**config.mk**
```make
export PLATFORM = sky130hd
export DESIGN_NAME = cnsa_queue
export DESIGN_NICKNAME = d
export VERILOG_FILES = /design/src/design/cnsa_pkg.sv /design/src/design/cnsa_queue.sv
export SDC_FILE = /design/constraint.sdc
export NUM_CORES = 1
export LEC_CHECK = 0
export BUFFER_PORTS_ARGS = -buffer_cell sky130_fd_sc_hd__buf_2
export CORE_MARGIN = 2
export CORE_UTILIZATION = 38
export CTS_CLUSTER_DIAMETER = 50
export DETAILED_ROUTE_END_ITERATION = 12
export PLACE_DENSITY_LB_ADDON = 0.2
export SYNTH_ARGS = -nofsm -noshare
export SYNTH_HDL_FRONTEND = slang
export SYNTH_SLANG_ARGS = --single-unit
```
**constraint.sdc**
```tcl
create_clock -name clk -period 5.95 [get_ports clk]
set_input_delay 1.19 -clock clk [delete_from_list [all_inputs] [get_ports clk]]
set_output_delay 1.19 -clock clk [all_outputs]
set_load 0.01 [all_outputs]
```
**src/design/cnsa_pkg.sv**
```systemverilog
// Shared types, constants and codes of the channel noise statistics accumulator.
package cnsa_pkg;

	localparam int DEF_ENTRIES     = 32768;
	localparam int DEF_MAX_SAMPLES = 16;
	localparam int DEF_SAMPLE_BITS = 10;
	localparam int DEF_COUNT_BITS  = 24;

	localparam int FRAC_BITS  = 8;
	localparam int ENTRY_W    = 15;
	localparam int SAMPLE_W   = 10;
	localparam int DB_W       = 18;
	localparam int NOISE_W    = 18;
	localparam int PED_W      = 19;
	localparam int IN_DATA_W  = 88;
	localparam int IN_USER_W  = 2;
	localparam int OUT_DATA_W = 80;
	localparam int CFG_IDX_W  = 1;
	localparam int QDEPTH     = 4;
	localparam int PED_LIMIT  = 262143;

	localparam logic [NOISE_W-1:0] NOISE_MAX = '1;

	localparam logic ACT_READ = 1'b1;

	localparam logic [CFG_IDX_W-1:0] REG_FILL_EMPTY = 1'b0;
	localparam logic [CFG_IDX_W-1:0] REG_SUB_DB_PED = 1'b1;

	typedef struct packed {
		logic                action;
		logic [ENTRY_W-1:0]  entry;
		logic [SAMPLE_W-1:0] sample;
		logic [2*SAMPLE_W-1:0] square;
		logic                first;
		logic                last;
		logic                good;
		logic                disc;
		logic                ok;
		logic [DB_W-1:0]     db_ped;
		logic [DB_W-1:0]     db_lfn;
		logic [DB_W-1:0]     db_hfn;
	} item_t;

	typedef struct packed {
		logic [NOISE_W-1:0] err;
		logic [PED_W-1:0]   ped;
		logic [NOISE_W-1:0] hfn;
		logic [NOISE_W-1:0] lfn;
	} res_t;

	typedef struct packed {
		logic fill_empty;
		logic sub_db_ped;
	} cfg_t;

	typedef enum logic [1:0] {
		OP_MUL,
		OP_DIV,
		OP_SQRT
	} op_t;

	typedef enum logic [3:0] {
		ST_CLEAR,
		ST_IDLE,
		ST_FETCH,
		ST_HFN,
		ST_PED,
		ST_MNQ,
		ST_MSS,
		ST_MD,
		ST_VDIV,
		ST_SQ1,
		ST_NDIV,
		ST_SQ2,
		ST_RMSW,
		ST_OUT
	} state_t;

endpackage

```
**src/design/cnsa_queue.sv**
```systemverilog
// Short request queue between the front end and the back end.
module cnsa_queue (
	input  logic            clk,
	input  logic            arst_n,
	input  logic            in_valid,
	output logic            in_ready,
	input  cnsa_pkg::item_t in_item,
	output logic            out_valid,
	input  logic            out_pop,
	output cnsa_pkg::item_t out_item
);
	import cnsa_pkg::*;

	localparam int QAW = $clog2(QDEPTH);
	localparam int QCW = $clog2(QDEPTH + 1);

	item_t          slot_q [QDEPTH];
	logic [QAW-1:0] wr_q;
	logic [QAW-1:0] rd_q;
	logic [QCW-1:0] cnt_q;
	logic           push;
	logic           pop;

	assign in_ready  = (cnt_q != QCW'(QDEPTH));
	assign out_valid = (cnt_q != '0);
	assign out_item  = slot_q[rd_q];
	assign push      = in_valid && in_ready;
	assign pop       = out_pop && out_valid;

	always_ff @(posedge clk or negedge arst_n) begin
		if (!arst_n) begin
			wr_q  <= '0;
			rd_q  <= '0;
			cnt_q <= '0;
		end else begin
			if (push) begin
				wr_q <= wr_q + 1'b1;
			end
			if (pop) begin
				rd_q <= rd_q + 1'b1;
			end
			if (push && !pop) begin
				cnt_q <= cnt_q + 1'b1;
			end else if (pop && !push) begin
				cnt_q <= cnt_q - 1'b1;
			end
		end
	end

	always_ff @(posedge clk) begin
		if (push) begin
			slot_q[wr_q] <= in_item;
		end
	end

endmodule

```
Yosys cells after proc, flatten, opt, wreduce, memory -nomap -nowiden
Memory sizes are Yosys's and may differ from the RTL's.
Index checks and enable logic that the tools add are counted.

word-level totals
  flip-flop bits (word level) = 7
  memory bits (writable) = 420
  input port bits = 109
  output and inout bits = 107
  logic and storage cells = 21
  memories = 1

operators by class
  add/subtract/negate cells = 4
  eq/ne operators = 1
  muxes and demuxes = 4
  reductions and logical operators = 8

memories
  name    depth  bits a word  read ports  clocked after Yosys merged registers in  wr ports  RTL line          source
  slot_q  4      105          1           0                                        1         cnsa_queue.sv:17  item_t slot_q [QDEPTH];

operator list
  operator                                                             number
  3-bit two-way mux                                                    2
  2-bit by 1-bit adder with 2-bit output (second input constant)       2
  1-bit logical AND                                                    4
  3-bit by 1-bit adder with 3-bit output (second input constant)       1
  3-bit != test (second input constant)                                1
  3-bit nonzero test                                                   1
  3-bit by 1-bit subtractor with 3-bit output (second input constant)  1
  1-bit zero test                                                      2
  1-bit two-way mux                                                    2
  2-bit nonzero test                                                   1

Longest topological paths before layout
  depth after elaboration = 6
  mapped depth = 8
  mapped depth without buffers = 8

Worst setup path after synthesis
No wires, ideal clock.

  path kind = in2reg
  start point = input in_valid
  end point = memory slot_q[0][0] in the netlist's numbering (enable)
  setup time = 0.476 ns
  arrival time = 3.921 ns
  data required time = 5.474 ns
  setup slack = 1.553 ns
  stages = 2
  buffers on the path = 0
  cell sequence = a21boi_2 and2_1

on the way
  longest elaborated chain between the ends = 3

ends and longest elaborated chain
  element                                  RTL line          source
  start, declared                          cnsa_queue.sv:5   input logic in_valid,
  1-bit logical AND                        cnsa_queue.sv:27  assign push = in_valid && in_ready;
  1-bit two-way mux                        cnsa_queue.sv:51  if (push) begin
  1-bit two-way mux (not written as such)  cnsa_queue.sv:52  slot_q[wr_q] <= in_item;
  end, declared                            cnsa_queue.sv:17

Every way passes these cells.

==> metrics.md <==
| Metric | Value |
|---|---|
| Synth Area in Simple Gates | `0.003302` |
| R2r setup slk | `3.52 ns` |
| Crit Path Max Fanout | `80` |
| Synthesized cell area | `15530 sq um` |
| Hpwl dp | `17040 um` |
| Initial antenna violation count | `5` |
| First-pass GRT wire length | `between 40000 and 50000 um` |
| Total wire length | `30010 um` |
| Post-Synth XOR/XNOR Area | `0.003383` |
| Final Hold Vio Count | `0` |
| Chip Height | `~210 um` |
| WL/cell | `21.45 um` |
| CTS H-Tree Depth | `2` |
| Highest clock rate | `between 0.2 and 0.25 GHz` |
| # IOs | `roughly 220` |
| Worst rel slew slack | `0.4028` |
| Die ar. | `approximately 43000 sq um` |
| Worst Hold Class | `input pin to async pin` |
| Initial DRC count | `328` |
| Layout Nets | `about 950` |
| Total GRT Usage | `0.1430` |
| Fin. max-slew vios | `0` |
| CP Launch Point | `rd_q[0]` |
| CTS Root Cell | `clkbuf_16` |
| Internal Power | `0.006784 W` |
| # fillers | `between 3000 and 4000` |
| Max Cap Viol | `0` |
| Horiz. Die Dim | `206.2 um` |
| Crit Path Class | `flop to output port` |
| Clock power frac | `0.289` |
| #FFs+latches synth | `roughly 430` |
| Adder-cell share of the synthesized area | `0.005316` |
| Setup bufs post-CTS | `0` |
| Register share of total power | `0.443` |
| Startpoint types | `flop` |
| Period utilization | `0.6912` |
| CTS Hold Bufs | `0` |
| PD cells | `slightly above 500 nW/um^2` |
| Critical path capture point | `out_item[67]` |
| Number of global-route vias before repair | `7359` |
| Seq/Total Area, Yosys | `0.8231` |
| Max VDD drop | `0.2868 mV` |
| CTS clk-pin slew, worst paths | `0.05 ns` |
| Worst r2r src | `cnt_q[0]` |
| Starting Density | `0.3831` |
| Final ANT Viol Nets | `0` |
| Storage cell area | `12790 sq um` |
| Diode count | `0` |
| Drt drc | `0` |
| Syn avg cell area | `between 20 and 30 sq um` |
| RR Endpoint | `slot_q[3][54]` |
| CTS tree | `yes` |
| CTS Buffer Depth | `3` |
| Reg2reg path depth | `4` |
| DR vias | `6868` |
| Port bufs | `215` |
| Final Power | `0.009542 W` |
| Row count | `74` |
| Final GP Congestion | `0.6856` |
| Via-to-Cell Ratio | `around 5` |
| Critical path data required time | `4.76 ns` |
| Cells after Synth | `584` |
| Status | `finished clean` |
| Clock Latency Late Sink | `0.55 ns` |
| Mux share of post-synthesis cell area | `0.1537` |
| Synth Area in Compound Gates | `0.0007249` |
| Comb pwr share | `0.268` |
| Sw Pwr | `0.002759 W` |
| Multi-input gate area | `2595 sq um` |
| Leakage | `6.332 nW` |
| Unrepaired setup endpoints after global routing | `no` |
| Area delta synth->final | `20.59%` |
| Worst EP arrival | `between 2 and 3 ns` |
| Total negative slack | `0 ns` |
| Clk sink count | `427` |
| Largest family of logic cells by synthesized area | `multiplexers` |
| Largest net degree at the start of global routing | `93` |
| First-pass detailed-route iteration total | `7` |
| GR Overflow Total | `0` |
| Post-layout min period | `4.112 ns` |
| Final setup violation count | `0` |
| CP Capture Type | `output port` |
| Yosys cell types | `20` |
| Clock skew | `0.01116 ns` |
| Worst slew pin tran | `0.8957 ns` |
| Sw frac | `0.2891` |
| Final hold slack | `0.4591 ns` |
| Yosys warns | `0` |
| Layout cell share with drive strength beyond 1 | `0.4648` |
| Post-CTS Resized | `0` |
| Total CTS buffers | `46` |
| Post-synth net total | `699` |
| Core ar. | `between 40000 and 50000 sq um` |
-- registers in the layout, summed over array words and instances (netlist names) --
signal / count
rd_q: 2
cnt_q: 3
wr_q: 2
slot_q: 420
-- cells in the mapped netlist --
cell type | instances | area [sq um]
edfxtp_1 | 420 | 12610
mux4_2 | 105 | 2365
buf_2 | 13 | 65.06
dfrtp_1 | 7 | 175.2
clkbuf_1 | 5 | 18.77
ha_1 | 5 | 62.56
and2_1 | 4 | 25.02
buf_6 | 4 | 45.04
xnor2_1 | 4 | 35.03
inv_1 | 3 | 11.26
mux2_2 | 2 | 22.52
nand2_1 | 2 | 7.510
nor2_1 | 2 | 7.510
xor2_1 | 2 | 17.52
a21boi_2 | 1 | 11.26
buf_4 | 1 | 7.510
buf_8 | 1 | 15.01
fa_1 | 1 | 20.02
nand3_1 | 1 | 5.000
or3_1 | 1 | 6.260
-- worst min path at each step --
| stage | to | cells past startpoint | slack [ns] | from |
|---|---|---|---|---|
| after detailed placement | cnt_q[2] | 1 | 0.53 | cnt_q[2] |
| after global routing | cnt_q[1] | 1 | 0.45 | arst_n |
| after floorplan | cnt_q[2] | 1 | 0.49 | cnt_q[2] |
| after global placement | cnt_q[2] | 1 | 0.52 | cnt_q[2] |
| final | cnt_q[2] | 1 | 0.46 | arst_n |
| after CTS | cnt_q[0] | 1 | 0.43 | arst_n |
-- worst max-delay path: stages (launching register included) --
cell and delay, ns:
dfrtp_4 0.81, buf_12 0.48, mux4_2 0.65, buf_2 0.17
-- placed cells by master (no fill, tap or decap), drive strengths merged --
cell type and instances:
edfxtp 420, buf 222, mux4 105, clkbuf 50
clkinv 26, dfrtp 7, inv 6, ha 5
and2 4, xnor2 4, bufinv 4, nor2 2
nand2 2, mux2 2, xor2 2, clkinvlp 2
a21boi 1, or3 1, nand3 1, fa 1
-- cell families (layout without fill, tap and decap cells) --
family,after synthesis,count (layout)
xor gates and xnor gates,6,6
and+or+nand+nor,10,10
adders and majority gates,6,6
AOI/OAI and AO/OA,1,1
muxes,107,107
DFF,427,427
buffers and inverters,27,310
-- per-layer routing --
metal | track usage | wire [um] | vias up
met5 | 0 | 60 | -
met4 | 0.05765 | 787 | 10
met3 | 0.04052 | 1928 | 58
met2 | 0.2222 | 14340 | 181
met1 | 0.1911 | 12890 | 3590
li1 | - | - | 3029
-- layout make-up --
cell class / count / share of cell area
Sequential cell: 427 / 0.6830
Inverter: 3 / 0.0006011
Multi-Input combinational cell: 130 / 0.1385
Timing Repair Buffer: 222 / 0.06359
Clock inverter: 35 / 0.01536
Clock buffer: 50 / 0.06338
Tap cell: 532 / 0.03553
-- power groups by stage --
stage / combinational (W) / clock, W / sequential (W)
final: 0.00255 / 0.00276 / 0.00423
after global routing: 0.00279 / 0.00295 / 0.00430
after CTS: 0.00266 / 0.00285 / 0.00425
after detailed placement: 0.00265 / 0 / 0.00431
after global placement: 0.00265 / 0 / 0.00429
after floorplan: 0.00177 / 0 / 0.00418
-- metrics by stage --
step | instances | cell area (sq um) | utilization | setup WS [ns]
6_report | 1399 | 18730 | 0.4619 | 1.838
3_3_place_gp | 1314 | 17260 | 0.4256 | 2.389
2_1_floorplan | 584 | 15530 | - | 1.553
5_1_grt | 1399 | 18730 | 0.4619 | 1.671
4_1_cts | 1399 | 18730 | 0.4619 | 1.773
3_5_place_dp | 1314 | 17260 | 0.4256 | 2.388
Power figures use the tool's default switching activity.
