### config.mk
export PLATFORM = sky130hd
export DESIGN_NAME = cnsa_front
export DESIGN_NICKNAME = d
export VERILOG_FILES = /design/src/design/cnsa_pkg.sv /design/src/design/cnsa_front.sv
export SDC_FILE = /design/constraint.sdc
export NUM_CORES = 1
export LEC_CHECK = 0
export BUFFER_PORTS_ARGS = -buffer_cell sky130_fd_sc_hd__buf_4
export CAP_MARGIN = 5
export CORE_MARGIN = 5
export CORE_UTILIZATION = 45
export DETAILED_ROUTE_END_ITERATION = 16
export GPL_TIMING_DRIVEN = 0
export PLACE_DENSITY = 0.73
export SYNTH_ARGS = -nofsm -noshare
export SYNTH_HDL_FRONTEND = slang
export SYNTH_SLANG_ARGS = --single-unit
export TNS_END_PERCENT = 10
### constraint.sdc
create_clock -name clk -period 10.8 [get_ports clk]
set_clock_uncertainty 0.2 [all_clocks]
set_input_delay 0.54 -clock clk [delete_from_list [all_inputs] [get_ports clk]]
set_output_delay 0.54 -clock clk [all_outputs]
set_load 0.01 [all_outputs]
### src/design/cnsa_pkg.sv
// Shared types, constants and codes of the channel noise statistics accumulator.
package cnsa_pkg;

	localparam int DEF_ENTRIES     = 32768;
	localparam int DEF_MAX_SAMPLES = 16;
	localparam int DEF_SAMPLE_BITS = 10;
	localparam int DEF_COUNT_BITS  = 24;

	localparam int FRAC_BITS  = 8;
	localparam int ENTRY_W    = 15;
	localparam int SAMPLE_W   = 10;
	localparam int DB_W       = 18;
	localparam int NOISE_W    = 18;
	localparam int PED_W      = 19;
	localparam int IN_DATA_W  = 88;
	localparam int IN_USER_W  = 2;
	localparam int OUT_DATA_W = 80;
	localparam int CFG_IDX_W  = 1;
	localparam int QDEPTH     = 4;
	localparam int PED_LIMIT  = 262143;

	localparam logic [NOISE_W-1:0] NOISE_MAX = '1;

	localparam logic ACT_READ = 1'b1;

	localparam logic [CFG_IDX_W-1:0] REG_FILL_EMPTY = 1'b0;
	localparam logic [CFG_IDX_W-1:0] REG_SUB_DB_PED = 1'b1;

	typedef struct packed {
		logic                action;
		logic [ENTRY_W-1:0]  entry;
		logic [SAMPLE_W-1:0] sample;
		logic [2*SAMPLE_W-1:0] square;
		logic                first;
		logic                last;
		logic                good;
		logic                disc;
		logic                ok;
		logic [DB_W-1:0]     db_ped;
		logic [DB_W-1:0]     db_lfn;
		logic [DB_W-1:0]     db_hfn;
	} item_t;

	typedef struct packed {
		logic [NOISE_W-1:0] err;
		logic [PED_W-1:0]   ped;
		logic [NOISE_W-1:0] hfn;
		logic [NOISE_W-1:0] lfn;
	} res_t;

	typedef struct packed {
		logic fill_empty;
		logic sub_db_ped;
	} cfg_t;

	typedef enum logic [1:0] {
		OP_MUL,
		OP_DIV,
		OP_SQRT
	} op_t;

	typedef enum logic [3:0] {
		ST_CLEAR,
		ST_IDLE,
		ST_FETCH,
		ST_HFN,
		ST_PED,
		ST_MNQ,
		ST_MSS,
		ST_MD,
		ST_VDIV,
		ST_SQ1,
		ST_NDIV,
		ST_SQ2,
		ST_RMSW,
		ST_OUT
	} state_t;

endpackage

### src/design/cnsa_front.sv
// Front end: unpacks requests, masks and squares the sample, checks the entry range.
module cnsa_front #(
	parameter int ENTRIES     = cnsa_pkg::DEF_ENTRIES,
	parameter int SAMPLE_BITS = cnsa_pkg::DEF_SAMPLE_BITS
) (
	input  logic                            clk,
	input  logic                            arst_n,
	input  logic                            s_tvalid,
	output logic                            s_tready,
	input  logic [cnsa_pkg::IN_DATA_W-1:0]  s_tdata,
	input  logic [cnsa_pkg::IN_USER_W-1:0]  s_tuser,
	input  logic                            s_tlast,
	input  logic                            clearing,
	output logic                            q_valid,
	input  logic                            q_ready,
	output cnsa_pkg::item_t                 q_item
);
	import cnsa_pkg::*;

	logic                v_s1;
	item_t               item_s1;
	item_t               item_in;
	logic [SAMPLE_W-1:0] smask;
	logic [SAMPLE_W-1:0] sm;
	logic                take;

	always_comb begin
		for (int i = 0; i < SAMPLE_W; i++) begin
			smask[i] = (i < SAMPLE_BITS);
		end
		sm = s_tdata[24:15] & smask;
		item_in.action = s_tuser[0];
		item_in.first  = s_tuser[1];
		item_in.last   = s_tlast;
		item_in.entry  = s_tdata[14:0];
		item_in.sample = sm;
		item_in.square = (2*SAMPLE_W)'(sm) * (2*SAMPLE_W)'(sm);
		item_in.good   = s_tdata[25];
		item_in.disc   = s_tdata[26];
		item_in.ok     = (32'(s_tdata[14:0]) < 32'(ENTRIES));
		item_in.db_ped = s_tdata[44:27];
		item_in.db_lfn = s_tdata[62:45];
		item_in.db_hfn = s_tdata[80:63];
	end

	assign s_tready = !clearing && (!v_s1 || q_ready);
	assign take     = s_tvalid && s_tready;
	assign q_valid  = v_s1;
	assign q_item   = item_s1;

	always_ff @(posedge clk or negedge arst_n) begin
		if (!arst_n) begin
			v_s1 <= 1'b0;
		end else if (take) begin
			v_s1 <= 1'b1;
		end else if (q_ready) begin
			v_s1 <= 1'b0;
		end
	end

	always_ff @(posedge clk) begin
		if (take) begin
			item_s1 <= item_in;
		end
	end

endmodule

Word level (Yosys, flattened, before mapping):

Cells that the tools add are included.

* input port bits: 96
* register bits: 105
* output and inout bits: 107

* muxes and demuxes: 2
* multiply operators: 1
* reductions and logical operators: 6

Operators with widths (count)
* multiplier 10 x 10 -> 20 bit: 1
* logical AND 1 bit: 2
* logical NOT 1 bit: 2
* 2-to-1 mux 1 bit: 2
* nonzero test 2 bit: 1
* logical OR 1 bit: 1

Longest topological paths before layout:

Gate-level depths: netlist of the first run.

* depth after elaboration: 5
* mapped depth: 19

Least setup slack after synthesis of the first run:

OpenSTA, ideal clock, no wires.

* path type: input to register
* from: input port s_tdata[22] in the netlist's numbering
* to: register item_s1, in the netlist q_item[77], data pin
* arrival time: 5.062 ns
* stages: 17
* buffers on the path: 1
* required time: 10.340 ns
* path slack: 5.278 ns
* library setup time: 0.260 ns
* cells stage by stage: clkbuf_1 nand2_1 inv_1 fa_1 fa_1 fa_1 fa_1 inv_1 fa_1 inv_1 ha_1 a21o_1 a2111oi_0 a21bo_2 a31oi_4 o21ai_2 xor2_1

RTL lines
* from (decl): line cnsa_front.sv:10 `input logic [cnsa_pkg::IN_DATA_W-1:0] s_tdata,`
* to (signal assigned): line cnsa_front.sv:63 `item_s1 <= item_in;`
* to (decl): line cnsa_front.sv:21 `item_t item_s1;`

==> results of run 1 <==
-- cell type report --
type	instances	area [um2]	area share [%]
Buffer	12	56.3	0.704
Clock buffer	11	253	3.16
Clock inverter	5	50.0	0.626
Inverter	84	315	3.94
Multi-Input combinational cell	257	2530	31.6
Sequential cell	103	3090	38.6
Tap cell	176	220	2.75
Timing Repair Buffer	195	1490	18.6
-- power by group through the flow --
stage | sequential, mW | clock, mW | combinational (mW)
final | 0.522 | 0.326 | 0.766
after global routing | 0.526 | 0.353 | 0.863
after CTS | 0.523 | 0.333 | 0.771
after detailed placement | 0.532 | 0 | 0.762
after global placement | 0.533 | 0 | 0.749
after floorplan | 0.553 | 0 | 0.533
-- logic make-up after synthesis --
kind of cell,synth area share (%)
AND/OR/NAND/NOR,7.40
multiplexers,0.167
AO/OA/AOI/OAI,5.64
adder cells (fa/ha/maj),26.0
buffers and inverters,6.21
flip-flops,51.6
XOR/XNOR,2.93
other,0.125
-- registers in the layout (all words and copies together) (netlist names) --
name and flops:
q_valid 1, q_item 102
-- Yosys cell counts, types with 2 or more instances --
library cell               number  area (um2)
sky130_fd_sc_hd__edfxtp_1     102        3060
sky130_fd_sc_hd__inv_1         84         315
sky130_fd_sc_hd__ha_1          49         613
sky130_fd_sc_hd__fa_1          47         941
sky130_fd_sc_hd__nand2_1       32         120
sky130_fd_sc_hd__and2_1        26         163
sky130_fd_sc_hd__a21oi_1       20         100
sky130_fd_sc_hd__xnor2_1       13         114
sky130_fd_sc_hd__clkbuf_1       9        33.8
sky130_fd_sc_hd__o21ai_0        8        40.0
sky130_fd_sc_hd__nor2_1         7        26.3
sky130_fd_sc_hd__xor2_1         7        61.3
sky130_fd_sc_hd__a21o_1         5        37.5
sky130_fd_sc_hd__nand3_1        5        25.0
sky130_fd_sc_hd__nor2b_1        4        25.0
sky130_fd_sc_hd__and3_1         3        18.8
sky130_fd_sc_hd__buf_4          3        22.5
sky130_fd_sc_hd__o21bai_1       3        22.5
sky130_fd_sc_hd__conb_1         2        7.51
sky130_fd_sc_hd__nor3_1         2        10.0
sky130_fd_sc_hd__o211ai_1       2        15.0
sky130_fd_sc_hd__or3_1          2        12.5
-- worst reg2reg max path, stage by stage, from the launching register on --
cell	delay, ps
sky130_fd_sc_hd__dfrtp_1	410
sky130_fd_sc_hd__a21oi_1	190
sky130_fd_sc_hd__and2_4	490
sky130_fd_sc_hd__buf_16	370
-- worst paths after layout --
check | startpoint | end | slack (ps) | depth (start not counted)
hold reg to reg | q_valid | q_valid | 360 | 1
setup reg to reg | q_valid | q_item[57] | 8770 | 3
hold / removal | s_tdata[70] | q_item[7] | 160 | 1
setup / recovery | s_tdata[20] | q_item[77] | 5040 | 19
max in group asynchronous | arst_n | q_valid | 10000 | 2
min in group asynchronous | arst_n | q_valid | 310 | 2
-- through the flow --
stage | cells | instance area, um2
after floorplan | 456 | 5990
after global placement | 825 | 7660
after detailed placement | 826 | 7690
after CTS | 843 | 8000
after global routing | 843 | 8000
final | 843 | 8000
-- per-layer routing --
layer  vias to the layer above  global-route usage [%]  routed length (um)
met5                         -                       0                   0
met4                         0                    5.23                 242
met3                        21                    4.26                 834
met2                       149                    31.5                7340
met1                      1996                    20.0                5200
li1                       1936                       -                   -
-- timing repair --
action,CTS,global route
resized for setup,0,0
hold endpoints to repair,1,0
hold buffers,1,0
==> impl_metrics.prom, run 1 <==
# TYPE chip_impl_metric gauge
chip_impl_metric{name="max_clock_freq",unit="GHz"} 0.174
chip_impl_metric{name="timing.critical_path.buf_inv",unit=""} 6
chip_impl_metric{name="grt_pass1_vias",unit=""} 4123
chip_impl_metric{name="gp_congestion",unit=""} 0.832
chip_impl_metric{name="int_pwr",unit="mW"} 1.02
chip_impl_info{name="clock-root-buffer",value="sky130_fd_sc_hd__clkbuf_16"} 1
chip_impl_metric{name="postSynthRegisterBits",unit=""} 103
chip_impl_info{name="worstPathCellList",value="buf_4 -> clkbuf_1 -> and2_1 -> inv_1 -> fa_1 -> inv_1 -> fa_1 -> fa_1 -> fa_1 -> inv_1 -> fa_1 -> inv_1 -> ha_1 -> a21o_1 -> a2111oi_0 -> a21bo_2 -> a31oi_4 -> o21ai_2 -> xor2_1"} 1
chip_impl_metric{name="period_needed",unit="ps"} 5760
chip_impl_info{name="min-delay-path-class",value="input port to register"} 1
chip_impl_info{name="critPathKind",value="input port to register"} 1
chip_impl_metric{name="ys_warn_count",unit=""} 0
chip_impl_metric{name="fin_total_pwr",unit="mW"} 1.61
chip_impl_metric{name="via_density",unit=""} 4.87
chip_impl_metric{name="latest_clock_arrival_within_the_worst_skew_pair",unit="ps"} 340
chip_impl_metric{name="die-height",unit="um"} 125
chip_impl_metric{name="number_of_nets_with_antenna_violations_after_detailed_routing",unit=""} 0
chip_impl_info{name="ys_dominant_reg_cell",value="sky130_fd_sc_hd__edfxtp_1"} 1
chip_impl_metric{name="power.net_switching",unit="uW"} 591
chip_impl_metric{name="numClockSinks",unit=""} 103
chip_impl_metric{name="setup_total_negative_slack",unit="ps"} 0
chip_impl_info{name="status",value="finished, final reports clean"} 1
chip_impl_metric{name="cap_violations",unit=""} 0
chip_impl_metric{name="critical_path_required",unit="ps"} 10700
chip_impl_metric{name="design.portCount",unit=""} 203
chip_impl_metric{name="whs",unit="ps"} 163
chip_impl_metric{name="detail_route.iter0.violations",unit=""} 273
chip_impl_metric{name="layout_nets",unit=""} 854
chip_impl_metric{name="static-leakage-power",unit="nW"} 3.74
chip_impl_metric{name="final_hold_viol_count",unit=""} 0
chip_impl_metric{name="layout_worst_path_cycle_share",unit="%"} 53.3
chip_impl_metric{name="crit_fanout",unit=""} 9
chip_impl_metric{name="clockPowerShare",unit="%"} 20.2
chip_impl_metric{name="combinationalPowerShare",unit="%"} 47.5
chip_impl_metric{name="fin_ws",unit="ps"} 5040
chip_impl_info{name="gate_family_responsible_for_the_most_delay_along_the_worst_path",value="adder cells"} 1
chip_impl_metric{name="globalRoute.totalOverflow",unit=""} 0
chip_impl_metric{name="antenna_found_initial",unit=""} 0
chip_impl_metric{name="fp.dieArea",unit="mm2"} 0.0157
chip_impl_metric{name="detailroute.via_count",unit=""} 4102
chip_impl_metric{name="placement_rows",unit=""} 42
chip_impl_metric{name="syn-mean-instance-area",unit="um2"} 13.1
chip_impl_metric{name="antenna_cells_inserted",unit=""} 0
chip_impl_metric{name="cts_htree_levels",unit=""} 3
chip_impl_info{name="mostFrequentLayoutCells",value="196 x sky130_fd_sc_hd__buf_4, 102 x sky130_fd_sc_hd__edfxtp_1, 84 x sky130_fd_sc_hd__inv_1"} 1
chip_impl_info{name="unrepaired_setup_endpoints_after_global_routing",value="false"} 1
chip_impl_metric{name="cpPeakStageDelay",unit="ps"} 550
chip_impl_metric{name="maxSlewHeadroom",unit="%"} 65.8
chip_impl_metric{name="fillerInstances",unit=""} 1043
chip_impl_info{name="start_kind",value="input port"} 1
chip_impl_info{name="cts_tree",value="built"} 1
chip_impl_info{name="worstSetupEndpointType",value="register"} 1
chip_impl_metric{name="drive_gt1_share",unit="%"} 33.3
chip_impl_metric{name="tritoncts.num_buffers",unit=""} 9
chip_impl_metric{name="utilization",unit="%"} 60.9
chip_impl_info{name="layout.cells.most_common",value="sky130_fd_sc_hd__buf_4"} 1
chip_impl_metric{name="slew_viol_final",unit=""} 0
chip_impl_metric{name="yosysUniqueCellTypes",unit=""} 43
chip_impl_metric{name="power_share_of_the_sequential_group",unit="%"} 32.3
chip_impl_metric{name="placeableCoreArea",unit="mm2"} 0.0131
chip_impl_metric{name="ys_async_rst_share",unit="%"} 0.971
chip_impl_metric{name="worst-slew-pin-transition",unit="ps"} 513
chip_impl_metric{name="vdd.ir_drop.worst",unit="mV"} 0.120
chip_impl_info{name="path_common_cell",value="sky130_fd_sc_hd__fa_1"} 1
chip_impl_metric{name="netlist_area",unit="mm2"} 0.00599
chip_impl_metric{name="hpwlAfterDp",unit="um"} 10900
chip_impl_metric{name="grt_use_total",unit="%"} 17.2
chip_impl_metric{name="cts_setup_buffers",unit=""} 0
chip_impl_metric{name="drt-pass1-iter-count",unit=""} 4
chip_impl_metric{name="clk_path_buf_depth",unit=""} 2
chip_impl_metric{name="worstPathArrival",unit="ps"} 5660
chip_impl_metric{name="postSynthNetCount",unit=""} 648
chip_impl_metric{name="grt_start_max_net_pins",unit=""} 73
chip_impl_metric{name="netSwitchingFraction",unit="%"} 36.6
chip_impl_metric{name="p_per_area",unit="mW/mm2"} 202
chip_impl_metric{name="port-buffer-count",unit=""} 193
chip_impl_metric{name="cts_clk_pin_slew_worst_paths",unit="ps"} 80
chip_impl_metric{name="synth_seq_area_share",unit="%"} 51.6
chip_impl_metric{name="synthToLayoutAreaGrowth",unit="%"} 33.6
chip_impl_metric{name="syn_inst",unit=""} 456
chip_impl_metric{name="setup_viol",unit=""} 0
chip_impl_metric{name="initial_utilization",unit="%"} 45.6
chip_impl_metric{name="detail_route.wirelength",unit="um"} 13600
chip_impl_metric{name="synth-edff-count",unit=""} 102
chip_impl_metric{name="dp_slack",unit="ps"} 4700
chip_impl_metric{name="final_routed_drc_violation_total",unit=""} 0
chip_impl_info{name="cp_slowest_cell",value="sky130_fd_sc_hd__fa_1"} 1
chip_impl_metric{name="dieWidth",unit="um"} 125
chip_impl_metric{name="grt_pass1_wl",unit="um"} 21300
chip_impl_metric{name="routed_wire_length_per_instance",unit="um"} 16.2
(Power assumes the default switching activity.)
==> run 2: changes to the inputs <==
- clock period: 10.8 -> 5.9 ns (I/O delays scaled with it)
==> run 2 against run 1 <==
Net effect: sequential power grew 84%; non-clock buffer count up 79; power rose by 87%; flip-flop and latch count unchanged.
==> impl_metrics.prom, run 2 (synthesis gave the netlist of run 1 again) <==
# TYPE chip_impl_metric gauge
chip_impl_metric{name="cap_violations",unit=""} 0
chip_impl_metric{name="p_per_area",unit="mW/mm2"} 342
chip_impl_metric{name="globalRoute.totalOverflow",unit=""} 0
chip_impl_info{name="clock-root-buffer",value="sky130_fd_sc_hd__clkbuf_16"} 1
chip_impl_metric{name="design.portCount",unit=""} 203
chip_impl_metric{name="largest_register_ff_count",unit=""} 102
chip_impl_metric{name="period_needed",unit="ps"} 5580
chip_impl_metric{name="port-buffer-count",unit=""} 193
chip_impl_metric{name="detail_route.iter0.violations",unit=""} 325
chip_impl_info{name="worstReg2RegEnd",value="q_item[2]"} 1
chip_impl_info{name="critPathCapture",value="q_item[76]"} 1
chip_impl_metric{name="antenna_cells_inserted",unit=""} 0
chip_impl_metric{name="synthToLayoutAreaGrowth",unit="%"} 47.0
chip_impl_metric{name="cts_setup_buffers",unit=""} 0
chip_impl_metric{name="placement_rows",unit=""} 42
chip_impl_metric{name="slew_viol_final",unit=""} 0
chip_impl_metric{name="vdd.ir_drop.worst",unit="mV"} 0.221
chip_impl_metric{name="cp_num_cells",unit=""} 18
chip_impl_metric{name="tritoncts.num_buffers",unit=""} 9
chip_impl_metric{name="cpPeakStageDelay",unit="ps"} 560
chip_impl_metric{name="grt_use_total",unit="%"} 20.4
chip_impl_info{name="critPathKind",value="input port to register"} 1
chip_impl_metric{name="worst_case_register_to_register_setup_slack",unit="ps"} 3830
chip_impl_metric{name="hpwlAfterDp",unit="um"} 10900
chip_impl_info{name="worst_hold_startpoint",value="s_tdata[18]"} 1
chip_impl_info{name="min-delay-path-class",value="input port to register"} 1
chip_impl_metric{name="latest_clock_arrival_within_the_worst_skew_pair",unit="ps"} 350
chip_impl_metric{name="max_clock_freq",unit="GHz"} 0.179
chip_impl_metric{name="drive_gt1_share",unit="%"} 29.8
chip_impl_metric{name="dp_slack",unit="ps"} 48.1
chip_impl_info{name="unrepaired_setup_endpoints_after_global_routing",value="false"} 1
chip_impl_metric{name="clk_path_buf_depth",unit=""} 2
chip_impl_metric{name="crit_fanout",unit=""} 14
chip_impl_metric{name="fp.dieArea",unit="mm2"} 0.0157
chip_impl_metric{name="cts_clk_pin_slew_worst_paths",unit="ps"} 80
chip_impl_metric{name="grt_pass1_vias",unit=""} 4686
chip_impl_metric{name="drt-pass1-iter-count",unit=""} 4
chip_impl_metric{name="critical_path_required",unit="ps"} 5790
chip_impl_metric{name="number_of_nets_with_antenna_violations_after_detailed_routing",unit=""} 0
chip_impl_metric{name="setup_viol",unit=""} 0
chip_impl_info{name="timing.rr.start",value="q_valid"} 1
chip_impl_metric{name="worstPathArrival",unit="ps"} 5470
chip_impl_info{name="worstSetupEndpointType",value="register"} 1
chip_impl_metric{name="timing.critical_path.buf_inv",unit=""} 5
chip_impl_info{name="start_kind",value="input port"} 1
chip_impl_metric{name="fin_ws",unit="ps"} 321
chip_impl_metric{name="die-height",unit="um"} 125
chip_impl_metric{name="utilization",unit="%"} 67.0
chip_impl_metric{name="gp_congestion",unit=""} 0.832
chip_impl_info{name="cp_slowest_cell",value="sky130_fd_sc_hd__dlygate4sd3_1"} 1
chip_impl_info{name="mostFrequentLayoutCells",value="196 x sky130_fd_sc_hd__buf_4, 102 x sky130_fd_sc_hd__edfxtp_1, 84 x sky130_fd_sc_hd__inv_1"} 1
chip_impl_metric{name="timing.reg2reg.worst_path_depth",unit=""} 3
chip_impl_metric{name="layout_nets",unit=""} 933
chip_impl_metric{name="grt_start_max_net_pins",unit=""} 73
chip_impl_metric{name="antenna_found_initial",unit=""} 0
chip_impl_metric{name="maxSlewHeadroom",unit="%"} 65.9
chip_impl_metric{name="via_density",unit=""} 4.85
chip_impl_metric{name="initial_utilization",unit="%"} 45.6
chip_impl_metric{name="cts_htree_levels",unit=""} 3
chip_impl_info{name="path_common_cell",value="sky130_fd_sc_hd__fa_1"} 1
chip_impl_metric{name="detail_route.wirelength",unit="um"} 15800
chip_impl_info{name="worstPathCellList",value="dlygate4sd3_1 -> buf_4 -> nand2_1 -> fa_1 -> fa_1 -> inv_1 -> fa_1 -> fa_1 -> inv_1 -> fa_1 -> inv_1 -> ha_1 -> nand3_1 -> or3_1 -> o31a_1 -> a21oi_2 -> mux2i_1 -> o211ai_1"} 1
chip_impl_metric{name="placeableCoreArea",unit="mm2"} 0.0131
chip_impl_metric{name="numClockSinks",unit=""} 103
chip_impl_metric{name="layout_worst_path_cycle_share",unit="%"} 94.6
chip_impl_metric{name="dieWidth",unit="um"} 125
chip_impl_metric{name="worst-slew-pin-transition",unit="ps"} 511
chip_impl_info{name="gate_family_responsible_for_the_most_delay_along_the_worst_path",value="adder cells"} 1
chip_impl_metric{name="routed_wire_length_per_instance",unit="um"} 17.1
chip_impl_metric{name="detailroute.via_count",unit=""} 4471
chip_impl_info{name="worstSetupStartpoint",value="s_tdata[15]"} 1
chip_impl_info{name="cts_tree",value="built"} 1
chip_impl_metric{name="grt_pass1_wl",unit="um"} 25100
chip_impl_metric{name="static-leakage-power",unit="nW"} 4.07
chip_impl_metric{name="final_routed_drc_violation_total",unit=""} 0
chip_impl_info{name="status",value="finished, final reports clean"} 1
chip_impl_metric{name="setup_total_negative_slack",unit="ps"} 0
chip_impl_info{name="layout.cells.most_common",value="sky130_fd_sc_hd__buf_4"} 1
chip_impl_metric{name="final_hold_viol_count",unit=""} 0
==> run 2: layer usage <==
layer | wire length, um | vias up | global-route usage (%)
li1 | - | 2090 | -
met1 | 6020 | 2189 | 23.7
met2 | 8620 | 170 | 38.3
met3 | 863 | 22 | 4.18
met4 | 257 | 0 | 5.17
met5 | 0 | - | 0
==> run 2: through the flow <==
step / instance area (um2) / power, mW / cells / hold WS [ps]
6_report: 8800 / 3.01 / 922 / 40.1
5_1_grt: 8800 / 3.25 / 922 / 42.6
4_1_cts: 8810 / 3.02 / 924 / 30.4
3_5_place_dp: 7690 / 2.37 / 826 / -122
3_3_place_gp: 7660 / 2.35 / 825 / -126
2_1_floorplan: 5990 / 1.99 / 456 / -201
==> run 2: worst min path at each step <==
stage,endpoint,slack [ps],cells after the start
after global routing,q_item[82],40,1
after global placement,q_valid,-130,1
final,q_item[82],40,1
after floorplan,q_valid,-200,0
after detailed placement,q_valid,-120,1
after CTS,q_item[82],30,1
==> run 2: power by group <==
group | switching [mW] | total [mW] | internal, mW
Sequential | 0.0198 | 0.958 | 0.939
Clock | 0.279 | 0.596 | 0.317
Combinational | 0.806 | 1.46 | 0.654
==> run 2: final cells by class <==
type	count	area (um2)
timing repair buffer	276	2300
clock buffer	11	253
fill	931	4340
sequential	103	3090
tap	176	220
clock inverter	5	50.0
inverter	84	315
buffer	10	48.8
multi-input combinational	257	2530
==> run 2: worst register-to-register path, cell delays in order (launching register included) <==
cell and delay, ps:
sky130_fd_sc_hd__dfrtp_1 410, sky130_fd_sc_hd__a21oi_1 210, sky130_fd_sc_hd__and2_4 500, sky130_fd_sc_hd__buf_16 370
==> run 2: what timing repair did <==
action | 4_1_cts | 5_1_grt
setup endpoints to repair | 0 | 5
resized for setup | 0 | 0
hold endpoints to repair | 82 | 0
hold buffers | 82 | 0
